### config.mk
export PLATFORM = sky130hd
export DESIGN_NAME = rfr_div_cell
export DESIGN_NICKNAME = d
export VERILOG_FILES = /design/src/hw/rtl/rfr_pkg.sv /design/src/hw/rtl/rfr_div_cell.sv
export SDC_FILE = /design/constraint.sdc
export NUM_CORES = 1
export LEC_CHECK = 0
export BUFFER_PORTS_ARGS = -buffer_cell sky130_fd_sc_hd__buf_4
export CORE_AREA = 2 2 170 172
export CTS_CLUSTER_SIZE = 30
export DETAILED_ROUTE_END_ITERATION = 16
export DIE_AREA = 0 0 172 174
export HOLD_SLACK_MARGIN = 0.02
export MAX_ROUTING_LAYER = met4
export SYNTH_ARGS = -nofsm -noshare
export SYNTH_HDL_FRONTEND = slang
export SYNTH_SLANG_ARGS = --single-unit
### constraint.sdc
create_clock -name clk -period 0.85 [get_ports clk]
set_input_delay 0.085 -clock clk [delete_from_list [all_inputs] [get_ports clk]]
set_output_delay 0.085 -clock clk [all_outputs]
set_load 0.05 [all_outputs]
### src/hw/rtl/rfr_pkg.sv
// Package for the ray versus floor rectangle intersection core.
// Holds widths, register indexes and the divider cell record; no dependencies.
package rfr_pkg;

    localparam int DVD_W    = 47;   // |num| (33 bits) scaled by 2^14
    localparam int Q_W      = 39;   // quotient bound: 2^46 / 164 < 2^39
    localparam int REM_W    = 17;
    localparam int ADY_W    = 16;
    localparam int N_CELLS  = Q_W;
    localparam logic [ADY_W-1:0] GRAZE_MAX  = 16'd163;  // |dir_y| <= 0.01
    localparam logic [Q_W-1:0]   SHADOW_MIN = 39'd655;  // 0.01 in Q16.16

    typedef enum logic [2:0] {
        REG_PLANE_HEIGHT = 3'd0,
        REG_CENTRE_X     = 3'd1,
        REG_CENTRE_Z     = 3'd2,
        REG_RECT_LENGTH  = 3'd3,
        REG_RECT_DEPTH   = 3'd4
    } rfr_reg_t;

    typedef struct packed {
        logic [REM_W-1:0]   rem;
        logic [DVD_W-1:0]   dvd;
        logic [Q_W-1:0]     quo;
        logic [ADY_W-1:0]   ady;
        logic               kind;
        logic               miss;
        logic               up;
        logic signed [31:0] ox;
        logic signed [31:0] oz;
        logic signed [15:0] dx;
        logic signed [15:0] dz;
    } rfr_div_t;

endpackage

### src/hw/rtl/rfr_div_cell.sv
// One restoring division cell: retires one quotient bit per request.
// Depends on rfr_pkg.
module rfr_div_cell (
    input  logic             clk,
    input  logic             rst_n,
    input  logic             en,
    input  logic             in_valid,
    input  rfr_pkg::rfr_div_t in_data,
    output logic             out_valid,
    output rfr_pkg::rfr_div_t out_data
);
    import rfr_pkg::*;

    logic             valid_reg;
    rfr_div_t         data_reg;
    rfr_div_t         data_next;
    logic [REM_W-1:0] r2;
    logic             ge;

    always_comb
    begin
        r2 = {in_data.rem[REM_W-2:0], in_data.dvd[DVD_W-1]};
        ge = (r2 >= {1'b0, in_data.ady});
        data_next      = in_data;
        data_next.rem  = ge ? (r2 - {1'b0, in_data.ady}) : r2;
        data_next.dvd  = {in_data.dvd[DVD_W-2:0], 1'b0};
        data_next.quo  = {in_data.quo[Q_W-2:0], ge};
    end

    always_ff @(posedge clk or negedge rst_n)
    begin
        if (!rst_n)
        begin
            valid_reg <= 1'b0;
        end
        else if (en)
        begin
            valid_reg <= in_valid;
        end
    end

    always_ff @(posedge clk)
    begin
        if (en)
        begin
            data_reg <= data_next;
        end
    end

    assign out_valid = valid_reg;
    assign out_data  = data_reg;
endmodule

Word level (Yosys, flattened, before mapping) --
Index checks and enable logic that the tools add are counted.
Operators by class: add/sub/neg operators 1, multiply operators 0, divide/modulo/power cells 0, magnitude comparators 1, equal/unequal tests 0, shifts and indexed selects 0, multiplexer cells 1, bitwise gates (word level) 0, reductions and logical operators 0
Operator list (count):
- 17-bit by 16-bit >= comparator with 1-bit output | 1
- 17-bit two-way mux | 1
- 17-bit by 16-bit subtractor with 17-bit output | 1
Word-level totals: bits in registers 218, bits in latches 0, bits in writable memories 0, ROM bits 0, bits of input ports 222, output and inout port bits 219, word-level logic and storage cells 15, memories 0

Logic depth before layout (Yosys ltp) --
word-level depth 2, gate-level depth with buffers 10

Worst setup path before layout --
No wires, ideal clock.
kind input to register, from input port in_data[103] (netlist name), to register data_reg (netlist bit out_data[211]), data pin, setup time 0.260 ns, arrival 1.962 ns, data required time 0.590 ns, setup slack -1.372 ns, cell stages on the path 10, path through inv_1 > ha_1 > a21o_1 > a31oi_1 > o21ai_2 > a21oi_4 > o211ai_2 > a21oi_4 > buf_12 > mux2_4
RTL lines:
- start: declaration | RTL line rfr_div_cell.sv:8 | input rfr_pkg::rfr_div_t in_data,
- end signal: assignment | RTL line rfr_div_cell.sv:46 | data_reg <= data_next;
- end: declaration | RTL line rfr_div_cell.sv:15 | rfr_div_t data_reg;

==> out/metrics.sh <==
DRT_DRC_VIOLATIONS_LEFT=0
GRT_PASS1_VIAS=7097
HOLD_VIOL_FINAL=1
CRIT_FANOUT=5
LARGEST_FAMILY_OF_LOGIC_CELLS_BY_SYNTHESIZED_AREA='compound AO/OA/AOI/OAI gates'
CLK_BUF_DEPTH=3
POSTSYNTHAREAPERCELL_UM2=21.3
FINALWEIGHTEDCONGESTION=0.791
SYNTH.LIB_CELLS_USED.DISTINCT=37
INITIAL_UTILIZATION=0.270
YS_SEQ_ELEMENTS=218
NETLIST.AREA_LEADER.SHARE=0.854
SYNTH_TOP_AREA_CELL='edfxtp_1'
CORE_AREA_MM2=0.0282
DR.FIRST_ITER.DRC_COUNT=223
WORST_SETUP_PATH_CLASS='input port to flip-flop'
SETUP_VIOLATIONS=236
DRT.ANTENNA.VIOLATING_NETS=0
CRIT_CHAIN='buf_4 -> inv_1 -> ha_1 -> a21oi_1 -> o21ai_4 -> a21oi_4 -> o211ai_2 -> a21oi_4 -> buf_6 -> mux2_4'
FINALNETCOUNT=1350
TOTALWIRELENGTH_UM=28100
REG2REG_FROM='out_valid$_DFFE_PN0P_'
FF2FF_PATH_DEPTH=1
SOURCE_TO_SINK_CLOCK_DELAY_AT_THE_LATER_PIN_OF_THE_WORST_SKEW_PAIR_NS=0.52
CLOCK-SINKS=218
DPL_WIRE_LENGTH_UM=18200
POST_LAYOUT_NONFILLER_INSTANCES=1517
AREAGROWTHSYNTHTOFINISH_PCT=112
NUMCTSBUFFERS=25
REG2REG_SLACK_NS=0.07
TIMING.CLOCK.SKEW_NS=0
MAX_STAGE_DELAY_NS=0.33
CRIT_PATH_FREQUENT_CELL='a21oi_4'
SYN_INST=358
CP_NUM_BUF_INV=3
TIMING.CRITICAL_PATH.TO_TYPE='flip-flop'
CTS_ROOT_BUFFER='clkbuf_16'
CTS_TREE='yes'
VIOLATIONS='hold timing, setup timing'
FIRST_PASS_ITERS=4
SYNTH-XOR-AREA-SHARE=0.0149
DETAILROUTE.VIA_COUNT=6322
P_PER_AREA_mW_PER_MM2=2060
TMIN_FINAL_NS=1.64
CLK_PIN_SLEW_WORST_PATHS_NS=0.06
TOTAL_OF_BUFFERS_PLACED_ON_INPUT_AND_OUTPUT_PORTS=437
GRT_ANTENNA_BEFORE_REPAIR=4
GRT_SETUP_UNREPAIRED='true'
STATUS='finished with violations'
FINAL_CRITICAL_PATH_SETUP_SLACK_NS=-0.795
ROW_COUNT=62
DIE_W_UM=172
TIMING.FMAX_GHz=0.608
HOLDPATHEND='out_data[211]$_DFFE_PP_'
NETLIST_TOP_CELLS_AREA='edfxtp_1 (85%), ha_1 (2.6%), mux2_2 (1.3%), mux2_4 (1.2%), inv_1 (1.1%)'
DIE-AREA_MM2=0.0299
FIN_WORST_HOLD_SLACK_NS=-0.0000817
SYNTH_ADDER_AREA_SHARE=0.0289
WORST-ENDPOINT-REQUIRED_NS=1.11
SIMPLE_GATE_SHARE_OF_THE_SYNTHESIZED_AREA=0.0157
SETUP-TNS-FINAL_NS=-79.89
MAXCAPVIOLCOUNT=0
CP.ARRIVAL_NS=1.90
POST_SYNTH_INSTANCE_AREA_MM2=0.00763
REGTOREGENDPOINT='out_valid$_DFFE_PN0P_'
DIE_H_UM=174
GLOBALROUTETOTALUTIL=0.185
MUXSHAREOFSYNTHAREA=0.0264
GRT_START_MAX_NET_PINS=50
PINS_OVER_SLEW_LIMIT=0
GRT_FIRST_PASS_WIRELENGTH_UM=40600
WORST_HOLD_CLASS='input port to flip-flop'
CRITICAL-PATH-TOP-DELAY-FAMILY='compound AO/OA/AOI/OAI gates'
AVERAGE_VIAS_PER_PLACED_INSTANCE=4.17
CP-START-KIND='input port'
SYN_NETS=597
MIN_FROM='in_data[210]'
YS_SEQ_AREA_FRAC=0.857
POST_DRT_WL_PER_CELL_UM=18.5
SYNTH_WARNINGS=0
HTREE_NUM_LEVELS=1
LEAKAGE_POWER_TOTAL_nW=6.83
POSTLAYOUTCOREUTIL=0.572
CPMAXSTAGEDELAYCELL='ha_1'
FINAL.PERIOD_UTILIZATION=1.94
FRACTION_OF_THE_MAPPED_NETLIST_AREA_IN_COMPOUND_GATES=0.0420
DRIVE_GT1_FRAC=0.539
NUMPLACEDINSTANCES=1241
GRT-OVFL-TOTAL=0
TIMING.HOLD.WORST_PATH_DEPTH=3
VDD.IR_DROP.WORST_V=0.00134
NUM_IO_PINS=441
==> sequential cells by signal, indices dropped and copies added, names as in the netlist <==
name       flops
out_data     217
out_valid      1
==> layout make-up <==
class,count,area [µm²]
Clock inverter,17,196
Fill cell,2171,12100
Tap cell,384,480
Multi-Input combinational cell,116,1260
Inverter,22,87.6
Timing Repair Buffer,728,6940
Clock buffer,28,637
Antenna cell,4,10.0
Sequential cell,218,6540
==> worst max-delay path by stage <==
stage | from | cells past startpoint | endpoint
final | in_data[107] | 10 | out_data[208]$_DFFE_PP_
after global routing | in_data[107] | 10 | out_data[208]$_DFFE_PP_
after CTS | in_data[103] | 12 | out_data[203]$_DFFE_PP_
after detailed placement | in_data[99] | 10 | out_data[215]$_DFFE_PP_
after global placement | in_data[99] | 10 | out_data[215]$_DFFE_PP_
after floorplan | in_data[204] | 9 | out_data[211]$_DFFE_PP_
==> through the flow <==
stage	area (µm²)	setup slack, ns	total power [mW]
CTS	16100	-0.796	33.3
floorplan	7670	-1.23	17.4
detailed placement	12000	-1.59	20.4
global route	16100	-0.876	34.3
global placement	12000	-1.53	20.4
finish	16100	-0.795	33.2
==> metal layers <==
metal,part of all wire,global-route usage,vias up
li1,-,-,2912
met1,0.35,0.192,3058
met2,0.53,0.332,287
met3,0.084,0.0519,65
met4,0.033,0.0651,0
met5,0,-,-
==> power breakdown <==
part / leakage [nW] / switching [mW] / internal (mW)
Combinational: 4.28 / 4.94 / 3.87
Clock: 0.410 / 4.41 / 6.62
Sequential: 2.13 / 0.461 / 12.9
Total: 6.83 / 9.80 / 23.4
==> cell usage in the layout (no fill, tap or decap), drive strengths merged, types with 2 or more instances in the layout <==
master	count
inv	23
xor2	5
ha	16
mux2	15
clkinv	10
a31oi	3
and3	4
o21a	4
clkinvlp	2
o21ai	8
a21oi	12
xnor2	8
nand2	8
nor2	7
bufinv	4
a21o	9
clkbuf	28
o2bb2ai	2
nand3	2
edfxtp	217
dlygate4sd3	218
diode	4
buf	510
==> cells in the mapped netlist <==
cell type and instances:
conb_1 1, and3_1 2, edfxtp_1 217, dfrtp_1 1, nand4_1 1, nand4b_1 1
a31oi_1 3, buf_12 1, a221oi_1 1, a211oi_1 1, and3_2 2, a21o_1 5
o21ai_0 7, nand3_1 2, o2111ai_1 1, buf_4 1, o211ai_2 1, a21o_2 4
a21oi_4 2, nor2_1 7, xor2_1 5, o2bb2ai_1 2, nor2b_1 1, mux2_4 6
o21ai_2 1, o41ai_1 1, o21a_1 4, fa_1 1, a21oi_1 10, mux2_2 9
inv_1 22, nand2_1 8, xnor2_1 8, nor3_1 1, ha_1 16, a211o_1 1
mux2i_1 1
==> cells by family (layout without fill, tap and decap cells) <==
kind of cell / Yosys count / count (layout)
AO/OA/AOI/OAI: 44 / 44
XOR/XNOR: 13 / 13
adder cells (fa/ha/maj): 17 / 17
buffers and inverters: 24 / 795
flip-flops: 218 / 218
multiplexers: 16 / 16
other: 1 / 5
AND/OR/NAND/NOR: 25 / 25
==> what timing repair did <==
action / 4_1_cts / 5_1_grt
hold buffers: 218 / 1
buffers inserted: 7 / 4
hold endpoints to repair: 219 / 3
resized for setup: 265 / 18
cloned: 1 / 0
pin swaps: 19 / 16
setup endpoints to repair: 236 / 238
No activity file was read; power rests on OpenSTA's default activity.
