`config.mk`:
```
export PLATFORM = sky130hd
export DESIGN_NAME = rfr_point
export DESIGN_NICKNAME = d
export VERILOG_FILES = /design/src/hw/rtl/rfr_pkg.sv /design/src/hw/rtl/rfr_point.sv
export SDC_FILE = /design/constraint.sdc
export NUM_CORES = 2
export LEC_CHECK = 0
export ABC_AREA = 1
export BUFFER_PORTS_ARGS = -buffer_cell sky130_fd_sc_hd__clkbuf_2
export CAP_MARGIN = 20
export CORE_MARGIN = 1.5
export CORE_UTILIZATION = 64
export CTS_BUF_LIST = sky130_fd_sc_hd__clkbuf_4 sky130_fd_sc_hd__clkbuf_8 sky130_fd_sc_hd__clkbuf_16
export CTS_CLUSTER_SIZE = 24
export DETAILED_ROUTE_END_ITERATION = 10
export MAX_ROUTING_LAYER = met4
export PLACE_DENSITY = 0.88
export SKIP_LAST_GASP = 1
export SLEW_MARGIN = 20
export SYNTH_ARGS = -nofsm -noshare
export SYNTH_HDL_FRONTEND = slang
export SYNTH_SLANG_ARGS = --single-unit
```
`constraint.sdc`:
```
create_clock -name clk -period 4.9 [get_ports clk]
set_input_delay 0 -clock clk [delete_from_list [all_inputs] [get_ports clk]]
set_output_delay 0 -clock clk [all_outputs]
set_load 0.01 [all_outputs]
```
`src/hw/rtl/rfr_pkg.sv`:
```
// Package for the ray versus floor rectangle intersection core.
// Holds widths, register indexes and the divider cell record; no dependencies.
package rfr_pkg;

    localparam int DVD_W    = 47;   // |num| (33 bits) scaled by 2^14
    localparam int Q_W      = 39;   // quotient bound: 2^46 / 164 < 2^39
    localparam int REM_W    = 17;
    localparam int ADY_W    = 16;
    localparam int N_CELLS  = Q_W;
    localparam logic [ADY_W-1:0] GRAZE_MAX  = 16'd163;  // |dir_y| <= 0.01
    localparam logic [Q_W-1:0]   SHADOW_MIN = 39'd655;  // 0.01 in Q16.16

    typedef enum logic [2:0] {
        REG_PLANE_HEIGHT = 3'd0,
        REG_CENTRE_X     = 3'd1,
        REG_CENTRE_Z     = 3'd2,
        REG_RECT_LENGTH  = 3'd3,
        REG_RECT_DEPTH   = 3'd4
    } rfr_reg_t;

    typedef struct packed {
        logic [REM_W-1:0]   rem;
        logic [DVD_W-1:0]   dvd;
        logic [Q_W-1:0]     quo;
        logic [ADY_W-1:0]   ady;
        logic               kind;
        logic               miss;
        logic               up;
        logic signed [31:0] ox;
        logic signed [31:0] oz;
        logic signed [15:0] dx;
        logic signed [15:0] dz;
    } rfr_div_t;

endpackage

```
`src/hw/rtl/rfr_point.sv`:
```
// Hit point, bounds test and output register (three stages).
// Depends on rfr_pkg.
module rfr_point (
    input  logic               clk,
    input  logic               rst_n,
    input  logic               en,
    input  logic               in_valid,
    input  rfr_pkg::rfr_div_t  in_data,
    input  logic signed [31:0] centre_x,
    input  logic signed [31:0] centre_z,
    input  logic [30:0]        rect_length,
    input  logic [30:0]        rect_depth,
    output logic               out_valid,
    output logic               hit,
    output logic [30:0]        distance,
    output logic signed [31:0] hit_x,
    output logic signed [31:0] hit_z,
    output logic               normal_up
);
    import rfr_pkg::*;

    // stage 1: products
    logic               v1_reg;
    logic signed [55:0] prx_reg, prz_reg;
    logic [Q_W-1:0]     q1_reg;
    logic               k1_reg, m1_reg, u1_reg;
    logic signed [31:0] ox1_reg, oz1_reg;
    // stage 2: point
    logic               v2_reg;
    logic signed [42:0] px_reg, pz_reg;
    logic [Q_W-1:0]     q2_reg;
    logic               k2_reg, m2_reg, u2_reg;
    // stage 3 combinational
    logic signed [44:0] d2x, d2z, ex, ez;
    logic               outx, outz, miss_all;
    logic [30:0]        dist_sat;
    logic signed [31:0] sx, sz;

    always_ff @(posedge clk or negedge rst_n)
    begin
        if (!rst_n)
        begin
            v1_reg    <= 1'b0;
            v2_reg    <= 1'b0;
            out_valid <= 1'b0;
        end
        else if (en)
        begin
            v1_reg    <= in_valid;
            v2_reg    <= v1_reg;
            out_valid <= v2_reg;
        end
    end

    always_comb
    begin
        d2x = (45'(px_reg) - 45'(centre_x)) <<< 1;
        d2z = (45'(pz_reg) - 45'(centre_z)) <<< 1;
        ex  = $signed({14'd0, rect_length});
        ez  = $signed({14'd0, rect_depth});
        outx = (d2x < -ex) || (d2x > ex);
        outz = (d2z < -ez) || (d2z > ez);
        miss_all = m2_reg || (k2_reg && (q2_reg <= SHADOW_MIN)) || outx || outz;
        dist_sat = (q2_reg[Q_W-1:31] != '0) ? 31'h7FFF_FFFF : q2_reg[30:0];
        if (px_reg[42:31] != {12{px_reg[42]}})
            sx = px_reg[42] ? 32'sh8000_0000 : 32'sh7FFF_FFFF;
        else
            sx = px_reg[31:0];
        if (pz_reg[42:31] != {12{pz_reg[42]}})
            sz = pz_reg[42] ? 32'sh8000_0000 : 32'sh7FFF_FFFF;
        else
            sz = pz_reg[31:0];
    end

    always_ff @(posedge clk)
    begin
        if (en)
        begin
            prx_reg <= $signed({1'b0, in_data.quo}) * in_data.dx;
            prz_reg <= $signed({1'b0, in_data.quo}) * in_data.dz;
            q1_reg  <= in_data.quo;
            k1_reg  <= in_data.kind;
            m1_reg  <= in_data.miss;
            u1_reg  <= in_data.up;
            ox1_reg <= in_data.ox;
            oz1_reg <= in_data.oz;
            // arithmetic shift is the floor of the scaled product
            px_reg  <= 43'(ox1_reg) + 43'($signed(prx_reg[55:14]));
            pz_reg  <= 43'(oz1_reg) + 43'($signed(prz_reg[55:14]));
            q2_reg  <= q1_reg;
            k2_reg  <= k1_reg;
            m2_reg  <= m1_reg;
            u2_reg  <= u1_reg;
            hit       <= !miss_all;
            distance  <= miss_all ? '0 : dist_sat;
            hit_x     <= miss_all ? '0 : sx;
            hit_z     <= miss_all ? '0 : sz;
            normal_up <= !miss_all && u2_reg;
        end
    end
endmodule

```
==> impl_metrics.ini, run 1 <==
[synthesis]
syn-num-nets = 11332
ys_ff_latch = 418
synth-main-ff-cell = edfxtp_1
syn-instance-count = 9300
synth_area_mm2 = 0.07247
yosysSeqAreaShare_pct = 17.30
ys_types = 58
synth_edf_count = 415
ys_warn_count = 0
async_flop_share_pct = 0.7177
syn_area_per_cell_um2 = 7.792

[floorplanning]
start_util_pct = 64.50
die_h_um = 339.5
ioPinCount = 446
row_count = 123
chipWidth_um = 339.5

[placed_design]
gp_congestion = 1.006
dp_hpwl_mm = 194.8
port_buffers = 365
pre_cts_ws_ns = -0.9680

[grt]
grt_max_degree = 147
track_usage_pct = 63.43
grt_overflow_total = 92

[cts]
h-tree-depth = 2
clockBufferDepth = 3
root_buffer = clkbuf_16
cts_buffers = 46
cts.sinks = 418

[timing]
worstEndpointType = sequential cell input
worst_endpoint = prz_reg[55]$_DFFE_PP_/D

[run_status]
error_line = [ERROR GRT-0232] Routing congestion too high. Check the congestion heatmap in the GUI.
haltStage = 5_1_grt
outcome = stopped before the end
[layer usage]
layer  track usage (%)  GRT overflow
met3             43.29             8
met1             66.60             2
met2             80.95            43
met5                 -             -
met4             50.72            39
[synth_stat cells (all sizes together), types with 65 or more instances]
master     n  share of area [%]
xnor2     92                1.1
fa      1034                 29
nand4     80               0.72
nand3    169                1.2
a31oi     65               0.56
xor2     172                2.1
o21ai    205                1.4
inv     2489                 13
nor3      65               0.48
ha       650                 11
a21oi    456                3.2
clkbuf   237                1.2
nor2     668                3.8
nand2   2234                 12
edfxtp   415                 17
[timing repair]
action / CTS
hold buffers: 97
cloned: 17
resized for setup: 258
endpoints found under the setup margin: 64
setup buffers: 54
pin swaps: 146
hold endpoints to repair: 145
[cells by family after synthesis]
group	count (synthesis)	synth area share, %
and+or+nand+nor	3290	18.52
buffers and inverters	2766	14.42
adders and majority gates	1684	39.79
AOI/OAI and AO/OA	877	6.773
DFF	418	17.30
xor gates and xnor gates	264	3.191
muxes	1	0.01554
[through the flow]
stage                     hold slack [ns]  cell area (um^2)  util (%)  std cells
after floorplan                   -0.2956             74890         -       9300
after global placement            -0.2042             83070     73.94      11603
after detailed placement          -0.2011             83070     73.94      11603
after CTS                        0.004632             87650     78.02      11854
==> run 2: changes to the inputs <==
--- a/config.mk
+++ b/config.mk
@@ -9,12 +9,9 @@
 export BUFFER_PORTS_ARGS = -buffer_cell sky130_fd_sc_hd__clkbuf_2
 export CAP_MARGIN = 20
 export CORE_MARGIN = 1.5
-export CORE_UTILIZATION = 64
-export CTS_BUF_LIST = sky130_fd_sc_hd__clkbuf_4 sky130_fd_sc_hd__clkbuf_8 sky130_fd_sc_hd__clkbuf_16
-export CTS_CLUSTER_SIZE = 24
+export CORE_UTILIZATION = 40
 export DETAILED_ROUTE_END_ITERATION = 10
-export MAX_ROUTING_LAYER = met4
-export PLACE_DENSITY = 0.88
+export PLACE_DENSITY_LB_ADDON = 0.15
 export SKIP_LAST_GASP = 1
 export SLEW_MARGIN = 20
 export SYNTH_ARGS = -nofsm -noshare
==> run 2 against run 1 <==
Against the previous run:
- the flow now finishes, with violations (negative setup slack)
- synthesized area unchanged
- synthesized cell count unchanged
==> impl_metrics.ini, run 2 <==
[routing]
ant_nets = 0
vias = 64238
wirelength_mm = 256.5
drtPass1Iterations = 8
route.detailed.drc = 0
wl_per_cell_um = 19.63
drt_iter0_drc = 4243
viasPerCell = 4.915

[timing]
min_period_over_period_pct = 102.0
min_period_ns = 4.998
drv_slew = 0
max_slew.worst_pin.slew_ns = 1.071
fmax_mhz = 200.1
grt_setup_unrepaired = yes
worst_slack_ns = -0.09776
fin_skew_ns = 0.04752
finalSetupViolCount = 13
hold_viol = 0
relSlewSlack_pct = 27.96

[placed_design]
pre_cts_ws_ns = -1.048
dp_hpwl_mm = 206.8
port_buffers = 365
gp_congestion = 0.9661

[grt]
grt_pass1_wl_mm = 379.7
antenna_found_initial = 8
track_usage_pct = 26.66
grt_overflow_total = 0
grt_pass1_vias = 65614
grt_max_degree = 113

[floorplanning]
ioPinCount = 446
chipWidth_um = 428.6
dieArea_mm2 = 0.1837
row_count = 156
die_h_um = 428.6
design.core.area_mm2 = 0.1804
start_util_pct = 40.18

[critical_path]
cp-end-kind = register
cp.arrival_ns = 5.47
critPathRequiredTime_ns = 5.37
cp-startpoint = in_data[125]
path_class = primary input to register
timing.rr.start = px_reg[12]
cp_max_fo = 8
startpoint_type = primary input

[synthesis]
synth-main-ff-cell = edfxtp_1
ys_ff_latch = 418
async_flop_share_pct = 0.7177
synth_top_cells_by_count = inv_1 (2479), nand2_1 (2219), fa_1 (1034)
ys_warn_count = 0
synth.most_common_cell = inv_1
syn-num-nets = 11332
yosysSeqAreaShare_pct = 17.30
synth_area_mm2 = 0.07247
yosys.area.top_type_share_pct = 28.56
ys_types = 58
synth_area_leaders = fa_1 (29%), edfxtp_1 (17%), inv_1 (13%), nand2_1 (11%), ha_1 (11%)
synth_top_area_cell = fa_1
synth_edf_count = 415
syn_area_per_cell_um2 = 7.792
syn-instance-count = 9300

[cts]
root_buffer = clkbuf_16
path_clk_slew_ns = 0.06
cts.sinks = 418
clockBufferDepth = 3
cts_buffers = 54
cts_tree = built
h-tree-depth = 2
insertion_delay_ns = 0.72

[worst_hold_path]
worstHoldStart = in_data[152]
hp-class = primary input to register

[layout]
final_nets = 12682
multi_input_area_mm2 = 0.05342
n_fill_cell = 17386
final_cell_mix = inv_1 (2388), nand2_1 (2081), fa_1 (973)
regArea_mm2 = 0.01254
layout_commonest_cell = inv_1
drive_gt1_share_pct = 21.63
syn2layout_area_growth_pct = 30.19

[run_status]
violations = negative setup slack
outcome = complete, but fails checks

[job]
drv_cap = 0
run 2: cell counts after synthesis:
Identical to the previous run, type by type.
run 2: stage by stage:
stage	utilization (%)	TNS, ns	cell area, um^2	hold slack [ns]	instances
4_1_cts	49.81	-0.1841	89840	0.002640	12922
6_report	52.31	-0.6577	94340	0.04981	13070
3_3_place_gp	47.40	-68.99	85490	-0.2047	12635
2_1_floorplan	-	-2.194	74890	-0.2956	9300
3_5_place_dp	47.40	-72.44	85490	-0.2024	12635
5_1_grt	52.30	-8.566	94330	0.01048	13066
run 2: final timing paths:
kind,endpoint,slack (ns),depth (start not counted)
worst max-delay path,prz_reg[48],-0.1,26
worst min-delay path,q1_reg[37],0.05,3
worst max register to register,distance[13],0.20,27
worst min register to register,q2_reg[32],0.41,0
max in group asynchronous,v1_reg,4.61,3
min in group asynchronous,out_valid,0.15,3
run 2: logic make-up after synthesis:
group / count (synthesis) / share of synthesized area (%)
AOI/OAI and AO/OA: 877 / 6.773
xor gates and xnor gates: 264 / 3.191
adders and majority gates: 1684 / 39.79
buffers and inverters: 2766 / 14.42
DFF: 418 / 17.30
muxes: 1 / 0.01554
and+or+nand+nor: 3290 / 18.52
run 2: area by class of cell:
class                      instances  share of cell area [%]
timing repair buffer            1569                   15.07
clock inverter                    38                  0.4801
multi-input combinational       6116                   56.62
tap                             2370                   3.143
antenna                            5                 0.01326
inverter                        2491                   9.921
clock buffer                      63                   1.468
sequential                       418                   13.29
run 2: per-layer routing:
metal / share of wire (%) / up-vias / GRT usage, % / routed length [um]
li1: - / 30711 / - / -
met1: 43 / 31260 / 36.35 / 110800
met2: 47 / 1899 / 44.88 / 120700
met3: 6.2 / 366 / 2.983 / 15780
met4: 3.6 / 2 / 7.059 / 9288
met5: 0.0078 / - / 0 / 20
run 2: repair_timing:
item                       4_1_cts  5_1_grt
gates resized for setup        145      724
cloned                           2       31
hold endpoints to repair       177        1
hold buffers                   166        1
pin swaps                       55      267
setup buffers                   20      121
setup endpoints to repair      131      168
run 2: worst max-delay path, cell delays in order:
cell and delay [ns]:
clkbuf_2 0.10, buf_12 0.14, buf_12 0.14, buf_4 0.13
nand2_1 0.05, inv_1 0.06, fa_1 0.59, fa_1 0.44
fa_1 0.53, fa_1 0.47, fa_1 0.50, inv_1 0.05
fa_1 0.52, inv_2 0.06, ha_4 0.31, nand2_4 0.08
nor2_4 0.09, nand2_1 0.06, nor4_1 0.23, a21oi_1 0.10
buf_4 0.16, o21bai_4 0.15, nand2_1 0.07, o211ai_1 0.15
a21oi_1 0.14, xnor2_1 0.13
Power of run 2 is not shown: default switching activity piles up to over one toggle a cycle in this logic, so the estimate is an artifact.
